$ cat src/rtl/core/sliding_window_top_x_frequency_sum_unit_defines.svh
// assertion macros for the sliding window top-x frequency sum unit
`ifndef SLIDING_WINDOW_TOP_X_FREQUENCY_SUM_UNIT_DEFINES_SVH
`define SLIDING_WINDOW_TOP_X_FREQUENCY_SUM_UNIT_DEFINES_SVH
`ifndef ASSERT_OFF
`define SWTX_ASSERT(lbl, clk, rstn, prop) \
    lbl: assert property (@(posedge clk) disable iff (!rstn) (prop)) \
        else $error("swtx assertion failed");
`define SWTX_ASSERT_NEXT(lbl, clk, rstn, pre, post) \
    lbl: assert property (@(posedge clk) disable iff (!rstn) (pre) |=> (post)) \
        else $error("swtx assertion failed");
`else
`define SWTX_ASSERT(lbl, clk, rstn, prop)
`define SWTX_ASSERT_NEXT(lbl, clk, rstn, pre, post)
`endif
`endif

$ cat src/rtl/core/swtx_pkg.sv
// shared constants and types for the sliding window top-x frequency sum unit
package swtx_pkg;
    localparam int WINDOW_MAX_DEF = 1024;
    localparam int VALUE_BITS_DEF = 32;
    localparam int REG_W          = 11;
    localparam int SUM_W          = 42;
    localparam int CFG_IDX_W      = 2;

    localparam logic [CFG_IDX_W-1:0] REG_WINDOW_LEN = 2'd0;
    localparam logic [CFG_IDX_W-1:0] REG_TOP_COUNT  = 2'd1;

    typedef struct packed {
        logic clear;
        logic mul;
        logic acc;
    } mac_ctl_t;
endpackage

$ cat src/rtl/core/swtx_mac.sv
// count times value multiplier with 42-bit wrapping accumulator
module swtx_mac import swtx_pkg::*; #(
    parameter int CW = 11,
    parameter int VB = VALUE_BITS_DEF
) (
    input  logic                    clk,
    input  mac_ctl_t                ctl,
    input  logic [CW-1:0]           cnt,
    input  logic [VB-1:0]           val,
    output logic signed [SUM_W-1:0] acc
);
    localparam int PW = CW + 1 + VB;

    logic signed [PW-1:0]    prod_w;
    logic signed [SUM_W-1:0] prod_ext;
    logic signed [SUM_W-1:0] prod_reg;
    logic signed [SUM_W-1:0] acc_reg;

    assign prod_w = $signed({1'b0, cnt}) * $signed(val);

    generate
        if (PW >= SUM_W)
        begin : g_trunc
            assign prod_ext = prod_w[SUM_W-1:0];
        end
        else
        begin : g_ext
            assign prod_ext = {{(SUM_W-PW){prod_w[PW-1]}}, prod_w};
        end
    endgenerate

    always_ff @(posedge clk)
    begin
        if (ctl.mul)
        begin
            prod_reg <= prod_ext;
        end
        if (ctl.clear)
        begin
            acc_reg <= '0;
        end
        else if (ctl.acc)
        begin
            acc_reg <= acc_reg + prod_reg;
        end
    end

    assign acc = acc_reg;
endmodule

$ cat config.mk
export PLATFORM = sky130hd
export DESIGN_NAME = swtx_mac
export DESIGN_NICKNAME = d
export VERILOG_FILES = /design/src/rtl/core/sliding_window_top_x_frequency_sum_unit_defines.svh /design/src/rtl/core/swtx_pkg.sv /design/src/rtl/core/swtx_mac.sv
export SDC_FILE = /design/constraint.sdc
export NUM_CORES = 1
export LEC_CHECK = 0
export CAP_MARGIN = 20
export CORE_MARGIN = 1.5
export CORE_UTILIZATION = 25
export CTS_BUF_LIST = sky130_fd_sc_hd__clkbuf_8
export DETAILED_ROUTE_END_ITERATION = 8
export DONT_BUFFER_PORTS = 1
export PLACE_DENSITY = 0.39
export SLEW_MARGIN = 0
export SYNTH_ARGS = -nofsm -noshare
export SYNTH_HDL_FRONTEND = slang
export SYNTH_SLANG_ARGS = --single-unit
$ cat constraint.sdc
create_clock -name clk -period 6.5 [get_ports clk]
set_clock_uncertainty 0.05 [all_clocks]
set_input_delay 0.65 -clock clk [delete_from_list [all_inputs] [get_ports clk]]
set_output_delay 0.65 -clock clk [all_outputs]
set_load 0.02 [all_outputs]
==> run metrics, run 1 <==
Placement Cell Area 17,500 µm²; first-pass GRT wire length 74,600 µm; CP cell instances and2_1 > fa_1 > inv_1 > fa_1 > inv_1 > fa_1 > fa_1 > inv_1 > fa_1 > inv_1 > ha_1 > and4_1 > o211ai_1 > a21oi_1 > a211oi_1 > o311a_1 > o21ai_2 > nand4_1 > a311oi_1 > xor2_1; WP data arrival 5.82 ns; Final Max Slew Viols 0; CTS HTree Levels 3; Fillers 7,192; dominant cells by area after synthesis fa_1, ha_1, inv_1, edfxtp_1, nand2_1; Post-DRT Antenna Nets 0; PortBufs 0; worst path bufs/invs 4; worst setup path class primary input to flop; CTS tree done; Period minus WS final 5.72 ns; unrepaired setup endpoints after global routing no; Top delay family on crit path adder cells; CTS Hold Bufs 0; Initial Utilization 25.4%; Worst Hold Class primary input to flop; Critical Path End Type flop; WL final 46,500 µm; initial antenna violation count 1; Tcrit/Tclk final 88.0%; Worst setup SP type primary input; DR DRC count 0; worst vdd ir 0.281 mV; drt first pass iters 4; CP dominant cell by count fa_1; most common cell in the netlist inv_1; DR iter-0 viols 705; Yosys reg bits 84; fin area 17,700 µm²; Main synth FF type edfxtp_1; Pleak 0.00856 µW; clk buf depth 2; status finished clean; Post-Syn Area 16,800 µm²; IO Pins 89; vias 12,070; CTS resizes 0; top-area cell type share of the netlist area 35.6%; Synth async-reset ratio 0%; Cell Pwr Density 578 nW/µm²; Syn. warnings 0; row cnt 94; cell accounting for the most synthesized area fa_1; largest net degree at the start of global routing 61; CP Data Required Time 6.60 ns; Total GRT Usage 14.0%; routed vias/inst 4.47; Post-synth EDFFs 42; Rel. slew slack 50.7%; vias in the first global route 12,883; Max Cap Violations 0; clock transition at the registers of the reported paths 0.09 ns; clk_lat worst skew 0.41 ns; # diodes 0; Worst-Margin Slew 0.720 ns; wire per inst 17.2 µm; Yosys cell types 69; CTS buffer count 9; Final setup viols 0; root buffer cell clkbuf_8; Syn Inst Count 1,912; Fmax 175 MHz; Die Width 262 µm; height of the die 262 µm; setup_tns 0 ns; CP max-delay cell fa_1; synth-to-layout area growth 5.62%; Core ar. 66,100 µm²; setup bufs post-CTS 0; register area share after synthesis 12.5%; Max stage delay on crit path 0.54 ns; top post-synthesis cells by count inv_1, fa_1, nand2_1; Hold Vio Cnt, Final 0; synthesized area per cell 8.77 µm²; Max Fanout on Critical Path 11; hpwl dp 38,200 µm; GP Congestion 0.811; layout cells sized above 1 1.52%; Congestion Overflow GR 0; Mapped Nets 2,387; clk sinks 84; Final #Nets 2,308; Die ar. 68,600 µm²
through the flow:
stage	power, µW	utilization [%]	setup WS [ns]	hold WS [ns]	std cells
after floorplan	7800	-	0.623	0.487	1912
after global placement	9830	26.5	0.385	0.528	2686
after detailed placement	9870	26.5	0.317	0.546	2686
after CTS	10300	26.8	0.765	0.230	2702
after global routing	11500	26.8	0.527	0.232	2702
final	10200	26.8	0.777	0.270	2702
cells by family (layout without fill, tap and decap cells):
logic type | after synthesis | count (layout) | share of synthesized area [%]
AND/OR/NAND/NOR | 582 | 582 | 16.4
buffers and inverters | 466 | 392 | 10.5
adder cells (fa/ha/maj) | 428 | 428 | 45.3
AO/OA/AOI/OAI | 254 | 254 | 9.92
flip-flops | 84 | 84 | 12.5
XOR/XNOR | 74 | 74 | 3.87
multiplexers | 24 | 24 | 1.44
worst reg2reg max path: cells and delay by family (launching register included):
family | cells | cell delay (ns)
compound gates | 6 | 1.95
fa+ha+maj | 2 | 0.48
buf+inv | 1 | 0.07
flops | 1 | 0.44
simple gates | 3 | 0.40
power by group:
part           leakage [µW]  internal, µW  switching (µW)  total, µW
sequential         0.000758          1150             325       1480
combinational       0.00770          3520            4840       8360
clock             0.0000994           152             239        391
total               0.00856          4830            5400      10200
metal layers:
metal	up-vias	routed length (µm)	global-route usage [%]	share of wire, %
met5	-	0	0	0
met1	6047	24000	20.8	52
met2	182	20400	21.8	44
met4	0	529	2.63	1.1
li1	5815	-	-	-
met3	26	1540	1.81	3.3
cells in the final DEF, fill, tap and decap left out, types with 4 or more instances in the layout:
cell type and instances:
a211o_1 7, a211oi_1 17, a21o_1 34, a21oi_1 71
a311oi_1 4, a31oi_1 12, and2_1 118, and3_1 5
clkbuf_8 9, dfxtp_1 42, edfxtp_1 42, fa_1 298
ha_1 130, inv_1 373, mux2i_1 23, nand2_1 272
nand2b_1 16, nand3_1 18, nand3b_1 4, nand4_1 10
nor2_1 80, nor2b_1 15, nor3_1 15, nor3b_1 4
nor4_1 6, o211ai_1 6, o21a_1 9, o21ai_0 39
o21ai_1 5, o21bai_1 8, o22ai_1 5, o31ai_1 6
or3_1 5, xnor2_1 47, xor2_1 27
layout make-up:
class                      count  area (µm²)  share of cell area (%)
inverter                     374        1400                    7.93
tap                          864        1080                    6.11
sequential                    84        2100                    11.9
clock inverter                 7        80.1                   0.452
multi-input combinational   1362       12900                    72.9
timing repair buffer           2        15.0                  0.0848
clock buffer                   9         124                   0.700
final timing paths:
| check | startpoint | end | slack [ns] | depth (start not counted) |
|---|---|---|---|---|
| worst max-delay path | val[5] | prod_reg[34] | 0.78 | 20 |
| worst min-delay path | ctl[2] | acc[40] | 0.27 | 1 |
| worst max register to register | acc[0] | acc[38] | 3.00 | 12 |
| worst min register to register | acc[4] | acc[4] | 0.55 | 2 |
(Power assumes the default switching activity.)
==> run 2: changes to the inputs <==
CORE_UTILIZATION = 55   (was 25)
PLACE_DENSITY = 0.78   (was 0.39)
==> run metrics, run 2 (synthesized netlist as in run 1, its figures left out) <==
Fmax 174 MHz (-0.27%); Tcrit/Tclk final 88.3% (+0.24 points); Max stage delay on crit path 0.63 ns (+0.09 ns); wire per inst 17.3 µm (+0.18%); Max Fanout on Critical Path 11 (unchanged); CTS buffer count 9 (unchanged); final setup margin 0.762 ns (-0.0157 ns); Fillers 2,637 (-63%); Power, Total 9990 µW (-2.4%); Final Max Slew Viols 0 (unchanged); Top delay family on crit path adder cells; GP Congestion 0.910 (+12%); Critical Path End Type flop; Congestion Overflow GR 0 (unchanged); Worst Hold Class primary input to flop; unrepaired setup endpoints after global routing no; IO Pins 89 (unchanged); FF-to-FF path depth 10 (-2); routed vias/inst 5.58 (+25%); placed cells 2,210 (-18%); hpwl dp 31,200 µm (-18%); CTS resizes 0 (unchanged); Cell Pwr Density 583 nW/µm² (+0.95%); CTS tree done; largest net degree at the start of global routing 61 (unchanged); CP cell instances and2_1 > fa_1 > inv_1 > fa_1 > inv_1 > fa_1 > fa_1 > inv_1 > fa_1 > inv_1 > ha_1 > inv_1 > nor4_1 > o31ai_1 > a311oi_1 > o2111ai_1 > a31oi_1 > a21o_1 > a21oi_1 > xnor2_1; Pleak 0.00856 µW (about the same); height of the die 178 µm (-32%); WP data arrival 5.81 ns (about the same); CTS HTree Levels 3 (unchanged); Post-DRT Antenna Nets 0 (unchanged); PortBufs 0 (unchanged); worst path bufs/invs 5 (+1); CP max-delay cell a311oi_1; Final setup viols 0 (unchanged); Worst-Margin Slew 0.678 ns (-0.0424 ns); Total GRT Usage 26.1% (+12 points); DR iter-0 viols 967 (+37%); DR DRC count 0 (unchanged); # diodes 0 (unchanged); CP Data Required Time 6.57 ns (-0.03 ns); post-place setup slack 0.390 ns (+0.0730 ns); reg2reg end acc[41]; vias in the first global route 13,135 (+2.0%); drt first pass iters 5 (+1); R2R setup slack 3.07 ns (+0.07 ns); Hold Vio Cnt, Final 0 (unchanged); Final #Nets 2,306 (-0.087%); Rel. slew slack 54.5% (+3.8 points); highest-count cells in the layout ignoring fill and taps inv_1, fa_1, nand2_1; Core ar. 29,800 µm² (-55%); first-pass GRT wire length 64,900 µm (-13%); commonest non-fill, non-tap cell in the layout inv_1; Die ar. 31,500 µm² (-54%); WL final 38,400 µm (-17%); Period minus WS final 5.74 ns (+0.0157 ns); root buffer cell clkbuf_8; Max Cap Violations 0 (unchanged); worst vdd ir 0.508 mV (+81%); synth-to-layout area growth 2.14%; hold path depth 1 (unchanged); Worst setup SP type primary input; non-filler instance count after layout 2,226 (-18%); status finished clean; reg2reg start acc[10]; Die Width 178 µm (-32%); clk sinks 84 (unchanged); CTS Hold Bufs 0 (unchanged); clk buf depth 2 (unchanged); setup_tns 0 ns (unchanged); clock transition at the registers of the reported paths 0.10 ns (about the same); Initial Utilization 56.3% (+31 points); hold wc startpoint ctl[2]; setup bufs post-CTS 0 (unchanged); WHS Endpoint acc[23]; clk_lat worst skew 0.38 ns (-0.03 ns); layout cells sized above 1 1.42% (-0.11 points); row cnt 63 (-33%); vias 12,417 (+2.9%); worst setup path class primary input to flop; initial antenna violation count 0 (-1)
run 2: through the flow:
step	cell area (µm²)	hold slack [ns]	utilization [%]
6_report	17100	0.281	57.5
5_1_grt	17100	0.267	57.5
4_1_cts	17100	0.259	57.5
3_5_place_dp	16900	0.533	56.7
3_3_place_gp	16900	0.526	56.7
2_1_floorplan	16800	0.487	-
run 2: report_power, final:
part           switching (µW)  internal [µW]  leakage [µW]
Clock                     204            222      0.000112
Combinational            4620           3500       0.00769
Sequential                294           1150      0.000758
Total                    5110           4870       0.00856
run 2: metal layers:
metal / routed length [µm] / vias up / part of all wire, % / track usage [%]
li1: - / 5808 / - / -
met1: 16300 / 6010 / 42 / 35.4
met2: 17600 / 535 / 46 / 42.0
met3: 3710 / 64 / 9.7 / 6.15
met4: 767 / 0 / 2.0 / 7.28
met5: 0 / - / 0 / 0
run 2: final cells by class:
type	instances	area, µm²	area share (%)
clock buffer	9	124	0.723
inverter	374	1400	8.20
clock inverter	7	105	0.614
sequential	84	2100	12.3
multi-input combinational	1362	12900	75.3
tap	390	488	2.85
run 2: how the worst max path moves through the flow:
stage / startpoint / endpoint / slack (ns) / cells past startpoint
after global routing: val[5] / prod_reg[39] / 0.52 / 20
after CTS: val[5] / prod_reg[39] / 0.80 / 20
after floorplan: cnt[3] / prod_reg[34] / 0.62 / 20
final: val[5] / prod_reg[39] / 0.76 / 20
after global placement: val[5] / prod_reg[39] / 0.47 / 20
after detailed placement: val[5] / prod_reg[39] / 0.39 / 20
